`src/design/bop_pkg.sv`:
```
// Shared types and constants for the box overlap and penetration pipeline.
// No dependencies; imported by every module of the block.
`timescale 1ns / 1ps

package bop_pkg;

    // Fixed field widths of the beat
    localparam int HALF_BITS = 22;
    localparam int PEN_BITS  = 23;
    localparam int SQ_BITS   = 2 * HALF_BITS;
    localparam int SUM_BITS  = SQ_BITS + 2;
    localparam int AXIS_BITS = 2;

    // Normal axis codes
    localparam logic [AXIS_BITS-1:0] AXIS_X = 2'd0;
    localparam logic [AXIS_BITS-1:0] AXIS_Y = 2'd1;
    localparam logic [AXIS_BITS-1:0] AXIS_Z = 2'd2;

    // Object kinds carried on the op field
    localparam logic OP_BOX    = 1'b0;
    localparam logic OP_SPHERE = 1'b1;

    // Load enables for the three per-axis register stages
    typedef struct packed {
        logic s1;
        logic s2;
        logic s3;
    } stage_en_t;

    // Per-axis result handed to the final stage
    typedef struct packed {
        logic [PEN_BITS-1:0] ov;      // clamped overlap of A with B's bounding box
        logic [SQ_BITS-1:0]  sq;      // squared clamped distance (sphere)
        logic                far;     // sphere centre beyond radius on this axis
        logic                box_ok;  // closed intervals overlap (box)
        logic                cgt;     // A centre above B centre
    } axis_res_t;

endpackage

```
`src/design/bop_resolve.sv`:
```
// Final stage: hit decision for box or sphere and least-overlap axis
// selection into the output register. Depends on bop_pkg.
`timescale 1ns / 1ps

module bop_resolve
    import bop_pkg::*;
(
    input  logic                  aclk,
    input  logic                  en,
    input  logic                  op,
    input  logic [SQ_BITS-1:0]    rsq,
    input  axis_res_t             res_x,
    input  axis_res_t             res_y,
    input  axis_res_t             res_z,
    output logic                  hit,
    output logic [AXIS_BITS-1:0]  normal_axis,
    output logic                  normal_negative,
    output logic [PEN_BITS-1:0]   penetration
);

    logic [SUM_BITS-1:0]  sum;
    logic                 hit_next, neg_next;
    logic [AXIS_BITS-1:0] axis_next;
    logic [PEN_BITS-1:0]  best;

    logic                 hit_reg, neg_reg;
    logic [AXIS_BITS-1:0] axis_reg;
    logic [PEN_BITS-1:0]  pen_reg;

    assign sum = {2'b00, res_x.sq} + {2'b00, res_y.sq} + {2'b00, res_z.sq};

    // Decide hit, then pick the least overlap; ties keep the earlier axis
    always_comb begin
        if (op == OP_SPHERE) begin
            hit_next = !(res_x.far || res_y.far || res_z.far)
                       && (sum <= {2'b00, rsq});
        end else begin
            hit_next = res_x.box_ok && res_y.box_ok && res_z.box_ok;
        end

        axis_next = AXIS_X;
        best      = res_x.ov;
        neg_next  = res_x.cgt;
        if (best > res_y.ov) begin
            axis_next = AXIS_Y;
            best      = res_y.ov;
            neg_next  = res_y.cgt;
        end
        if (best > res_z.ov) begin
            axis_next = AXIS_Z;
            best      = res_z.ov;
            neg_next  = res_z.cgt;
        end
    end

    // Load the output register; a miss reports all zeros
    always_ff @(posedge aclk) begin
        if (en) begin
            hit_reg  <= hit_next;
            axis_reg <= hit_next ? axis_next : AXIS_X;
            neg_reg  <= hit_next && neg_next;
            pen_reg  <= hit_next ? best : '0;
        end
    end

    assign hit             = hit_reg;
    assign normal_axis     = axis_reg;
    assign normal_negative = neg_reg;
    assign penetration     = pen_reg;

endmodule

```
`config.mk`:
```
export PLATFORM = sky130hd
export DESIGN_NAME = bop_resolve
export DESIGN_NICKNAME = d
export VERILOG_FILES = /design/src/design/bop_pkg.sv /design/src/design/bop_resolve.sv
export SDC_FILE = /design/constraint.sdc
export NUM_CORES = 1
export LEC_CHECK = 0
export ABC_CLOCK_PERIOD_IN_PS = 10000
export BUFFER_PORTS_ARGS = -buffer_cell sky130_fd_sc_hd__buf_2
export CAP_MARGIN = 20
export CORE_UTILIZATION = 30
export CTS_CLUSTER_DIAMETER = 150
export DETAILED_ROUTE_END_ITERATION = 10
export PLACE_DENSITY = 0.55
export SYNTH_ARGS = -nofsm -noshare
export SYNTH_HDL_FRONTEND = slang
export SYNTH_SLANG_ARGS = --single-unit
```
`constraint.sdc`:
```
create_clock -name aclk -period 10 [get_ports aclk]
set_input_delay 3 -clock aclk [delete_from_list [all_inputs] [get_ports aclk]]
set_output_delay 3 -clock aclk [all_outputs]
set_load 0.05 [all_outputs]
```
# After elaboration in Yosys (flattened, before gate mapping)
# Cells that the tools add are included.
# W data, S select, Z words.
# word_totals
regBits	27
out_inout_bits	27
# classes
add_sub_neg	2
n_lt_le_gt_ge	3
n_mux	7
bitwise	1
n_reduce_logical	8
# ops
op	n
$add A45 B44 Y46	1
$gt A23 B23 Y1	2
$le A46 B44 Y1	1
$mux W23	2
$add A44 B44 Y45	1
$logic_and A1 B1 Y1	4
$mux W1	4
$logic_or A1 B1 Y1	2
$mux W2	1
$reduce_or A2 Y1	1
$logic_not A1 Y1	1
$not A1 Y1	1

# Depth between registers and ports, before layout
# logic_depth
ltp_word	7
depth_mapped	27

# Least setup slack after synthesis
# Ideal clock, no wire load.
# synth_path
kind	input -> register
start	in res_x[4] (netlist bit)
end	reg pen_reg[10] (netlist: penetration[10]) (data pin)
setup_time_ps	277
arrival_time_ps	7736
required_time_ps	9723
slack_ps	1987
cell_stages	27
n_path_buf	2
path_cell_list	inv_1 -> fa_1 -> inv_1 -> ha_1 -> inv_1 -> fa_1 -> nor2b_1 -> o211ai_1 -> a31oi_1 -> nor4_2 -> o311ai_4 -> a21oi_2 -> o21ai_0 -> nand4_1 -> o311a_1 -> ha_1 -> nand4_1 -> nor4_1 -> inv_1 -> nor4_1 -> a211oi_1 -> o211a_1 -> o31ai_1 -> o21a_1 -> buf_4 -> buf_6 -> a211oi_2
# synth_via
elab_chain_cells	5
# synth_lines
element	line	text
from (decl)	bop_resolve.sv:12	input axis_res_t res_x,
$add A44 B44 Y45	bop_resolve.sv:30	assign sum = {2'b00, res_x.sq} + {2'b00, res_y.sq} + {2'b00, res_z.sq};
$add A45 B44 Y46	bop_resolve.sv:30	
$le A46 B44 Y1	bop_resolve.sv:36	&& (sum <= {2'b00, rsq});
$logic_and A1 B1 Y1	bop_resolve.sv:36	
$mux W1	bop_resolve.sv:34	if (op == OP_SPHERE) begin
to (signal assigned)	bop_resolve.sv:62	pen_reg <= hit_next ? best : '0;
to (decl)	bop_resolve.sv:28	logic [PEN_BITS-1:0] pen_reg;
# Every way passes these cells.
# A chain may end at the register's enable or synchronous reset.

# Final worst setup path
# layout_path
start	in res_x[4] (netlist bit)
end	reg neg_reg (netlist: normal_negative) (data pin)
# layout_via
elab_chain_cells	6
# layout_lines
element	line	text
$add A44 B44 Y45	bop_resolve.sv:30	
$add A45 B44 Y46	bop_resolve.sv:30	
$le A46 B44 Y1	bop_resolve.sv:36	
$logic_and A1 B1 Y1	bop_resolve.sv:36	
$mux W1	bop_resolve.sv:34	
$logic_and A1 B1 Y1	bop_resolve.sv:61	neg_reg <= hit_next && neg_next;
to (signal assigned)	bop_resolve.sv:61	
to (decl)	bop_resolve.sv:26	logic hit_reg, neg_reg;
# Every way passes these cells.

==> results.toml <==
[outcome]
status = "finished, final reports clean"

[clock_tree]
numClockSinks = 27
htree_levels = 1
cts.repair.resized = 0
clk_path_buf_depth = 2
hold_buffers = 0
cts_tree = "yes"
cts_setup_buffers = 0
cts_buffers = 3
clock-root-buffer = "clkbuf_16"
clkSlewWorstSetupHoldPaths_ns = 0.07

[die]
dieArea_um2 = 24900
fp.coreArea_um2 = 23600
ios = 284
die_w_um = 158
rows = 56
chipHeight_um = 158
initial_core_util_pct = 30.8

[place]
gp_congestion = 0.881
post-dp-hpwl_um = 19200
numPortBuffers = 283
dp_cells = 1427

[hold_path]
hold_depth = 3
hold_class = "primary input to register"
min_to = "normal_negative"
min-delay-start = "res_z[0]"

[sta]
hold_viol = 0
whs_ns = 3.08
tns_ns = 0
maxSlewHeadroom_pct = 52.8
setup_viol = 0
period_share_pct = 88.4
max_freq_mhz = 113
rsz0062_at_grt = "false"
slew_violations = 0
tightest_slew_ns = 0.709
period_needed_ns = 8.84

[route]
drt_iter0_drc = 253
drt-total-wl_um = 21400
wl_per_cell_um = 14.9
drc = 0
ant_nets = 0
via_per_inst = 4.88
num_vias = 7000
first_pass_iters = 6

[logic_synthesis]
ys_seq_area_share_pct = 11.1
post_synth.cell_area_avg_um2 = 8.62
yosys_warnings = 0
netlist_instances = 844
synth_edf_count = 27
syn-num-nets = 1279
ys_types = 70
synthesis.area_um2 = 7270
synth_ff_type = "edfxtp_1"
ys_seq_elements = 27
async_reset_ff_share_pct = 0

[cells_and_area]
final_util_pct = 38.5
layout_commonest_cell = "buf_2"
area_growth_pct = 25.1
fin_cells = 1434
largest_reg_flops = 23
final_nets = 1548
drive_gt1_share_pct = 29.9
layout_common_cells = "283 x buf_2, 133 x ha_1, 115 x inv_1"

[job]
maxCapViolCount = 0

[setup_path]
critical_path_buf_inv_count = 6
crit_path_frequent_cell = "inv_1"
slowest_delay_ns = 0.47
critPathArrivalTime_ns = 8.84
critPathKind = "primary input to register"
end_kind = "register"
cp_top_family = "compound AO/OA/AOI/OAI gates"
cp_max_fo = 27
required_ns = 10.00
critPathLaunchType = "primary input"
crit_path_top_delay_cell = "o21ai_0"

[global_route]
grt_pass1_vias = 6880
antenna_found_initial = 2
grt_overflow_total = 0
grtUsageTotal_pct = 16.9
grt_pass1_wl_um = 33600
grt_start_max_net_pins = 29

[pwr]
p_total_mw = 1.07
cellLeakagePower_nw = 4.64
power.density_nw_per_um2 = 118
max-vdd-ir-drop_uv = 47.3
[routing by layer]
layer  up-vias  track usage, %  wire length [um]
met5         -               0                 0
met4         0            2.96               225
met3        11            1.59              1250
met2       237            30.2             10100
met1      3157            22.2              9850
li1       3595               -                 -
[metrics by stage]
| step | setup WS, ns | cell area [um^2] |
|---|---|---|
| 6_report | 1.16 | 9100 |
| 5_1_grt | 0.543 | 9090 |
| 4_1_cts | 1.16 | 9090 |
| 3_5_place_dp | 0.917 | 9010 |
| 3_3_place_gp | 1.17 | 9010 |
| 2_1_floorplan | 1.99 | 7270 |
[where the power goes]
part	leakage, nW	total [mW]	switching [mW]	internal (mW)
combinational	4.34	0.839	0.483	0.356
clock	0.0409	0.0941	0.0399	0.0541
sequential	0.257	0.137	0.00268	0.135
[area by class of cell]
type	instances	area, um^2
fill	2523	14500
multi-input combinational	680	5930
timing repair buffer	286	1440
sequential	27	811
inverter	115	432
tap	319	399
clock buffer	3	75.1
antenna	3	7.51
clock inverter	1	5.00
[logic make-up (layout without fill, tap and decap cells)]
logic type	after synthesis	count (layout)	share of synthesized area (%)
multiplexers	26	26	4.08
AND/OR/NAND/NOR	196	196	13.5
XOR/XNOR	38	38	4.58
AO/OA/AOI/OAI	242	242	23.9
flip-flops	27	27	11.1
buffers and inverters	137	405	7.54
other	0	3	0
adder cells (fa/ha/maj)	178	178	35.3
[worst min-delay path: stages]
cell	delay [ns]
buf_2	0.07
mux2i_1	0.06
nor2_1	0.10
[how the worst max path moves through the flow]
stage | from | to | slack [ns] | depth (start not counted)
after CTS | res_x[4] | penetration[1] | 1.16 | 27
after detailed placement | res_x[4] | penetration[1] | 0.92 | 27
after global routing | res_x[4] | penetration[3] | 0.54 | 27
after floorplan | res_x[4] | penetration[10] | 1.99 | 27
final | res_x[4] | normal_negative | 1.16 | 27
after global placement | res_x[4] | penetration[20] | 1.17 | 27
[Yosys cell counts, drive strengths merged (2+ instances only)]
cell type  count  share of area, %
nand4         24               2.1
or4            3              0.36
o31ai          5              0.52
nor3          11              0.83
nand2         40               2.1
o211a          2              0.28
edfxtp        27                11
nor2          59               3.0
a21o          32               3.3
a21oi         71               5.0
nor4           5              0.52
a221oi         2              0.24
o41ai          2              0.34
ha           133                23
a31oi          9              0.98
o21a          13               1.4
a41oi          2              0.34
nor2b         13               1.2
o31a           2              0.24
o2111ai        3              0.36
o21bai         6              0.62
nand2b         4              0.34
inv          115               5.9
fa            45                12
and2           3              0.26
xnor2         24               2.9
nand3         17               1.2
xor2          14               1.7
o211ai        11               1.2
buf            5              0.72
or3            2              0.17
mux2          23               3.7
mux2i          3              0.41
and3           6              0.52
clkbuf        17              0.88
and4           2              0.24
or2            5              0.43
a211oi        30               4.4
o21ai         40               2.8
Power figures use the tool's default switching activity.
