<file path="src/design/bop_pkg.sv">
// Shared types and constants for the box overlap and penetration pipeline.
// No dependencies; imported by every module of the block.
`timescale 1ns / 1ps

package bop_pkg;

    // Fixed field widths of the beat
    localparam int HALF_BITS = 22;
    localparam int PEN_BITS  = 23;
    localparam int SQ_BITS   = 2 * HALF_BITS;
    localparam int SUM_BITS  = SQ_BITS + 2;
    localparam int AXIS_BITS = 2;

    // Normal axis codes
    localparam logic [AXIS_BITS-1:0] AXIS_X = 2'd0;
    localparam logic [AXIS_BITS-1:0] AXIS_Y = 2'd1;
    localparam logic [AXIS_BITS-1:0] AXIS_Z = 2'd2;

    // Object kinds carried on the op field
    localparam logic OP_BOX    = 1'b0;
    localparam logic OP_SPHERE = 1'b1;

    // Load enables for the three per-axis register stages
    typedef struct packed {
        logic s1;
        logic s2;
        logic s3;
    } stage_en_t;

    // Per-axis result handed to the final stage
    typedef struct packed {
        logic [PEN_BITS-1:0] ov;      // clamped overlap of A with B's bounding box
        logic [SQ_BITS-1:0]  sq;      // squared clamped distance (sphere)
        logic                far;     // sphere centre beyond radius on this axis
        logic                box_ok;  // closed intervals overlap (box)
        logic                cgt;     // A centre above B centre
    } axis_res_t;

endpackage

</file>
<file path="src/design/bop_axis.sv">
// One axis of the overlap pipeline: bounds, interval tests, clamped distance,
// square and overlap over three register stages. Depends on bop_pkg.
`timescale 1ns / 1ps

module bop_axis
    import bop_pkg::*;
#(
    parameter int COORD_BITS = 24
) (
    input  logic                       aclk,
    input  stage_en_t                  en,
    input  logic [COORD_BITS-1:0]      a_center,
    input  logic [HALF_BITS-1:0]       a_half,
    input  logic [COORD_BITS-1:0]      b_center,
    input  logic [HALF_BITS-1:0]       b_half,
    output axis_res_t                  res
);

    localparam int W = ((COORD_BITS > HALF_BITS) ? COORD_BITS : HALF_BITS) + 2;

    logic signed [W-1:0] ac, bc, ah, bh_ext;

    // stage 1 registers
    logic signed [W-1:0]  amin_reg, amax_reg, bmin_reg, bmax_reg, bc1_reg;
    logic [HALF_BITS-1:0] bh1_reg;
    logic                 cgt1_reg;

    // stage 2 registers
    logic signed [W-1:0]  d_reg, lo_reg, hi_reg;
    logic [HALF_BITS-1:0] bh2_reg;
    logic                 box_ok_reg, cgt2_reg;

    // stage 3 register
    axis_res_t res_reg;

    logic signed [W-1:0] d_next, lo_next, hi_next, ov_full, bh2_ext;
    logic                box_ok_next;

    // Sign-extend centres, zero-extend half sizes
    assign ac     = $signed({{(W-COORD_BITS){a_center[COORD_BITS-1]}}, a_center});
    assign bc     = $signed({{(W-COORD_BITS){b_center[COORD_BITS-1]}}, b_center});
    assign ah     = $signed({{(W-HALF_BITS){1'b0}}, a_half});
    assign bh_ext = $signed({{(W-HALF_BITS){1'b0}}, b_half});

    // Stage 1: interval bounds and centre order
    always_ff @(posedge aclk) begin
        if (en.s1) begin
            amin_reg <= ac - ah;
            amax_reg <= ac + ah;
            bmin_reg <= bc - bh_ext;
            bmax_reg <= bc + bh_ext;
            bc1_reg  <= bc;
            bh1_reg  <= b_half;
            cgt1_reg <= (ac > bc);
        end
    end

    // Stage 2: interval test, clamped distance, overlap limits
    always_comb begin
        box_ok_next = !((amin_reg > bmax_reg) || (amax_reg < bmin_reg));
        if (bc1_reg < amin_reg) begin
            d_next = amin_reg - bc1_reg;
        end else if (bc1_reg > amax_reg) begin
            d_next = bc1_reg - amax_reg;
        end else begin
            d_next = '0;
        end
        lo_next = (amin_reg > bmin_reg) ? amin_reg : bmin_reg;
        hi_next = (amax_reg < bmax_reg) ? amax_reg : bmax_reg;
    end

    always_ff @(posedge aclk) begin
        if (en.s2) begin
            d_reg      <= d_next;
            lo_reg     <= lo_next;
            hi_reg     <= hi_next;
            bh2_reg    <= bh1_reg;
            box_ok_reg <= box_ok_next;
            cgt2_reg   <= cgt1_reg;
        end
    end

    // Stage 3: radius check, square, clamped overlap
    assign bh2_ext = $signed({{(W-HALF_BITS){1'b0}}, bh2_reg});
    assign ov_full = hi_reg - lo_reg;

    always_ff @(posedge aclk) begin
        if (en.s3) begin
            res_reg.far    <= (d_reg > bh2_ext);
            res_reg.sq     <= SQ_BITS'(d_reg[HALF_BITS-1:0]) * SQ_BITS'(d_reg[HALF_BITS-1:0]);
            res_reg.ov     <= ov_full[W-1] ? '0 : ov_full[PEN_BITS-1:0];
            res_reg.box_ok <= box_ok_reg;
            res_reg.cgt    <= cgt2_reg;
        end
    end

    assign res = res_reg;

endmodule

</file>
<file path="config.mk">
export PLATFORM = sky130hd
export DESIGN_NAME = bop_axis
export DESIGN_NICKNAME = d
export VERILOG_FILES = /design/src/design/bop_pkg.sv /design/src/design/bop_axis.sv
export SDC_FILE = /design/constraint.sdc
export NUM_CORES = 2
export LEC_CHECK = 0
export BUFFER_PORTS_ARGS = -buffer_cell sky130_fd_sc_hd__buf_2
export CAP_MARGIN = 30
export CELL_PAD_IN_SITES_DETAIL_PLACEMENT = 1
export CELL_PAD_IN_SITES_GLOBAL_PLACEMENT = 1
export CORE_MARGIN = 2
export CORE_UTILIZATION = 45
export DETAILED_ROUTE_END_ITERATION = 10
export PLACE_DENSITY_LB_ADDON = 0.1
export SLEW_MARGIN = 5
export SYNTH_ARGS = -nofsm -noshare
export SYNTH_HDL_FRONTEND = slang
export SYNTH_SLANG_ARGS = --single-unit
</file>
<file path="constraint.sdc">
create_clock -name aclk -period 14.8 [get_ports aclk]
set_input_delay 0 -clock aclk [delete_from_list [all_inputs] [get_ports aclk]]
set_output_delay 0 -clock aclk [all_outputs]
set_load 0.05 [all_outputs]
</file>
== Word level (Yosys, flattened, before mapping) ==
Index checks and enable logic that the tools add are counted.

* Multiplexer cells: 4
* Multiply operators: 1
* $lt $le $gt $ge: 8
* Add/sub/neg operators: 7
* Reductions and logical operators: 2

{| class="wikitable"
|+ Operators by type and width
! operator !! number
|-
| two-way mux 26 bit || 4
|-
| > comparator 26 bit || 2
|-
| less-than comparator 26 bit || 2
|-
| adder 24 x 23 -> 25 bit || 2
|-
| subtractor 24 x 23 -> 25 bit || 2
|-
| multiplier 22 x 22 -> 44 bit || 1
|-
| > comparator 24 x 26 -> 1 bit || 1
|-
| > comparator 26 x 23 -> 1 bit || 1
|-
| less-than comparator 24 x 26 -> 1 bit || 1
|-
| subtractor 24 x 26 -> 26 bit || 1
|-
| subtractor 26 x 24 -> 26 bit || 1
|-
| subtractor 26 bit || 1
|-
| > comparator 24 bit || 1
|-
| logical NOT 1 bit || 1
|-
| logical OR 1 bit || 1
|}

* Bits in registers: 323
* Input port bits: 96
* Word-level logic and storage cells: 40
* Output and inout bits: 70

== Longest topological paths before layout ==
* Depth after elaboration: 3
* Mapped depth: 25

== Least setup slack after synthesis ==
OpenSTA, ideal clock, no wires.

* Kind: register -> register
* Start: reg d_reg[3]
* End: reg res_reg, in the netlist res[40] (data pin)
* Data arrival time: 6.400 ns
* Cell stages (with the launch flop): 23
* Path slack: 8.141 ns
* Period minus slack after synthesis: 6.659 ns
* Path buffers: 1
* Library setup time: 0.259 ns
* Cells stage by stage: edfxtp_1 > clkbuf_1 > and2_1 > fa_1 > inv_1 > fa_1 > inv_1 > fa_1 > fa_1 > inv_1 > fa_1 > inv_1 > fa_1 > fa_1 > ha_1 > a21o_1 > o21bai_1 > or4_1 > o211ai_1 > a21oi_1 > a31oi_1 > o21ai_0 > xnor2_1

* Cells in the longest elaborated chain, start to end: 1

{| class="wikitable"
|+ RTL lines
! item !! RTL line !! source
|-
| start: declaration || bop_axis.sv:29 || <nowiki>logic signed [W-1:0] d_reg, lo_reg, hi_reg;</nowiki>
|-
| start signal: assignment || bop_axis.sv:74 || <nowiki>d_reg <= d_next;</nowiki>
|-
| multiplier 22 x 22 -> 44 bit || bop_axis.sv:90 || <nowiki>res_reg.sq <= SQ_BITS'(d_reg[HALF_BITS-1:0]) * SQ_BITS'(d_reg[HALF_BITS-1:0]);</nowiki>
|-
| end: declaration || bop_axis.sv:34 || <nowiki>axis_res_t res_reg;</nowiki>
|}

Every way passes these cells.
A chain may end at the register's enable or synchronous reset.

== Final worst setup path ==
* Start: reg d_reg[8]
* End: reg res_reg, in the netlist res[40] (data pin)

Same word-level chain as after synthesis.

==> impl_metrics.py <==
metrics = {
    "drt": {
        "firstDrtPassIters": 5,
        "antenna_left": 0,
        "wl_per_cell_um": 22.1,
        "dr_total_vias": 26900,
        "drc_errors": 0,
        "viasPerCell": 5.40,
        "drt_wl_total_um": 110000,
        "drtIter0Drc": 1179,
    },
    "synth": {
        "synth.area.top_cells": "edfxtp_1 26%, fa_1 19%, ha_1 16%",
        "synth_cell_type_count": 91,
        "async_reset_ff_frac": 0,
        "synth_fp_nets": 4619,
        "synth_cells": 3703,
        "ys_seq_area_frac": 0.260,
        "synth_edf_count": 314,
        "synth_top_area_frac": 0.260,
        "synthFlopType": "edfxtp_1",
        "yosys.area.top_type": "edfxtp_1",
        "postSynthAreaPerCell_um2": 9.80,
        "ys_ff_latch": 314,
        "ys_warn_count": 0,
        "synth_area_um2": 36300,
    },
    "clocking": {
        "insertion_delay_ps": 610,
        "clk_pin_slew_worst_paths_ps": 60,
        "cts-buffers-inserted": 40,
        "cts-resized-gates": 0,
        "cts_tree": "built",
        "cts_sinks": 314,
        "htreeDepth": 2,
        "clock_path_buffers": 3,
        "root_buffer": "clkbuf_16",
    },
    "run": {
        "maxCapViolCount": 0,
    },
    "global_routing": {
        "gr-usage-all-layers": 0.267,
        "grt_max_degree": 83,
        "overflow": 0,
        "grt_pass1_vias": 29400,
        "grt_pass1_wl_um": 169000,
        "antenna_found_initial": 1,
    },
    "timing": {
        "clock_skew_ps": 54.7,
        "drv_slew": 0,
        "rsz0062_at_grt": "false",
        "tightest_slew_ps": 1030,
        "period_needed_ps": 7710,
        "final.period_utilization": 0.521,
        "fin_ws_ps": 7090,
        "tns_ps": 0,
        "fmax_ghz": 0.130,
        "setup_violations": 0,
        "relSlewSlack": 0.307,
        "hold_violations": 0,
    },
    "floorplan": {
        "num_rows": 104,
        "die_area_um2": 82900,
        "coreArea_um2": 80200,
        "start_util": 0.453,
        "io_pins": 166,
        "die_h_um": 288,
        "die_x_um": 288,
    },
    "final_layout": {
        "drive_above_1_share": 0.0829,
        "final_common_cell": "inv_1",
        "syn2layout_area_growth_pct": 10.7,
        "fin_area_um2": 40200,
        "fill_cells": 9155,
        "fin_util": 0.501,
        "final_cell_mix": "716 x inv_1, 472 x ha_1, 348 x fa_1, 314 x edfxtp_1, 234 x nand2_1",
        "largest_reg_flops": 69,
        "fin_nets": 4810,
    },
    "placed_design": {
        "dp_hpwl_um": 91600,
        "pre_cts_ws_ps": 7100,
        "placed_cell_area_um2": 38200,
        "gp_congestion": 0.886,
        "io_buffers": 164,
    },
    "setup_path": {
        "critical_path_class": "flop to flop",
        "crit_fanout": 19,
        "start_kind": "flop",
        "end_kind": "flop",
        "cp.arrival_ps": 8030,
        "crit_required_ps": 15120,
    },
    "worst_hold_path": {
        "hp-class": "input port to flop",
    },
    "outcome": {
        "run_status": "finished, final reports clean",
    },
}
[kinds of logic (layout without fill, tap and decap cells)]
| kind of cell | count (synthesis) | count (layout) | synth area share |
|---|---|---|---|
| and+or+nand+nor | 821 | 821 | 0.112 |
| muxes | 54 | 54 | 0.0158 |
| xor gates and xnor gates | 190 | 190 | 0.0464 |
| DFF | 314 | 314 | 0.260 |
| AOI/OAI and AO/OA | 681 | 681 | 0.125 |
| adders and majority gates | 821 | 821 | 0.355 |
| other | 1 | 2 | 0.000103 |
| buffers and inverters | 821 | 1038 | 0.0861 |
[Yosys cell counts (all sizes together) (6+ instances only)]
library cell,n
nor2b,39
a31oi,27
and3,18
or2,12
nor2,178
and2,89
inv,716
xor2,69
nand2,234
nand4,42
o21ba,6
a211oi,28
ha,472
a21oi,191
nor3b,6
a21boi,6
a211o,6
mux2i,28
mux2,26
o21a,27
o21ai,132
o31ai,20
a221oi,8
buf,18
nor4,15
nand3,34
a2111oi,8
nor3,74
or3,23
clkbuf,87
edfxtp,314
fa,348
xnor2,121
o211ai,15
a31o,6
o21bai,29
a21o,115
nand2b,31
[layout make-up]
class / instances / area (µm²) / share of cell area
multi-input combinational: 2568 / 23700 / 0.591
sequential: 314 / 9430 / 0.235
inverter: 716 / 2690 / 0.0669
timing repair buffer: 254 / 1730 / 0.0431
tap: 1060 / 1330 / 0.0330
clock buffer: 46 / 1070 / 0.0265
clock inverter: 22 / 194 / 0.00483
antenna: 1 / 2.50 / 0.0000623
[through the flow]
| stage | hold slack, ps | std cells |
|---|---|---|
| 5_1_grt | 47.6 | 4980 |
| 2_1_floorplan | 98.9 | 3703 |
| 3_5_place_dp | 232 | 4847 |
| 6_report | 20.7 | 4981 |
| 3_3_place_gp | 230 | 4843 |
| 4_1_cts | 0.319 | 4975 |
[layer usage]
layer  part of all wire  global-route usage  up-vias
met5                  0                   0        -
met4              0.036              0.0887        0
met3              0.029              0.0284      153
met2               0.50               0.480      448
met1               0.44               0.334    13500
li1                   -                   -    12800
[final timing paths]
path | startpoint | end | slack, ps | cells past startpoint
worst min-delay path | a_half[17] | amax_reg[18] | 20 | 4
worst min register to register | bh1_reg[2] | bh2_reg[2] | 400 | 0
worst max register to register | d_reg[8] | res[40] | 7090 | 20
worst max-delay path | d_reg[8] | res[40] | 7090 | 20
[worst max-delay path, stage by stage, from the launching register on]
cell	delay, ps
edfxtp_1	820
inv_1	380
nor2_1	240
fa_1	510
fa_1	450
fa_1	500
fa_1	510
inv_1	50
fa_1	530
inv_1	50
fa_1	490
fa_1	420
ha_1	360
a21o_1	210
o21bai_1	180
or4_1	460
o211ai_1	260
a21oi_1	210
a31oi_1	430
o21ai_0	200
xnor2_1	150
[timing repair]
action	in CTS	in global routing
setup buffers	0	0
endpoints found under the setup margin	0	0
hold buffers	60	0
endpoints found under the hold margin	134	0
Power is not shown: default switching activity piles up to over one toggle a cycle in this logic, so the estimate is an artifact.
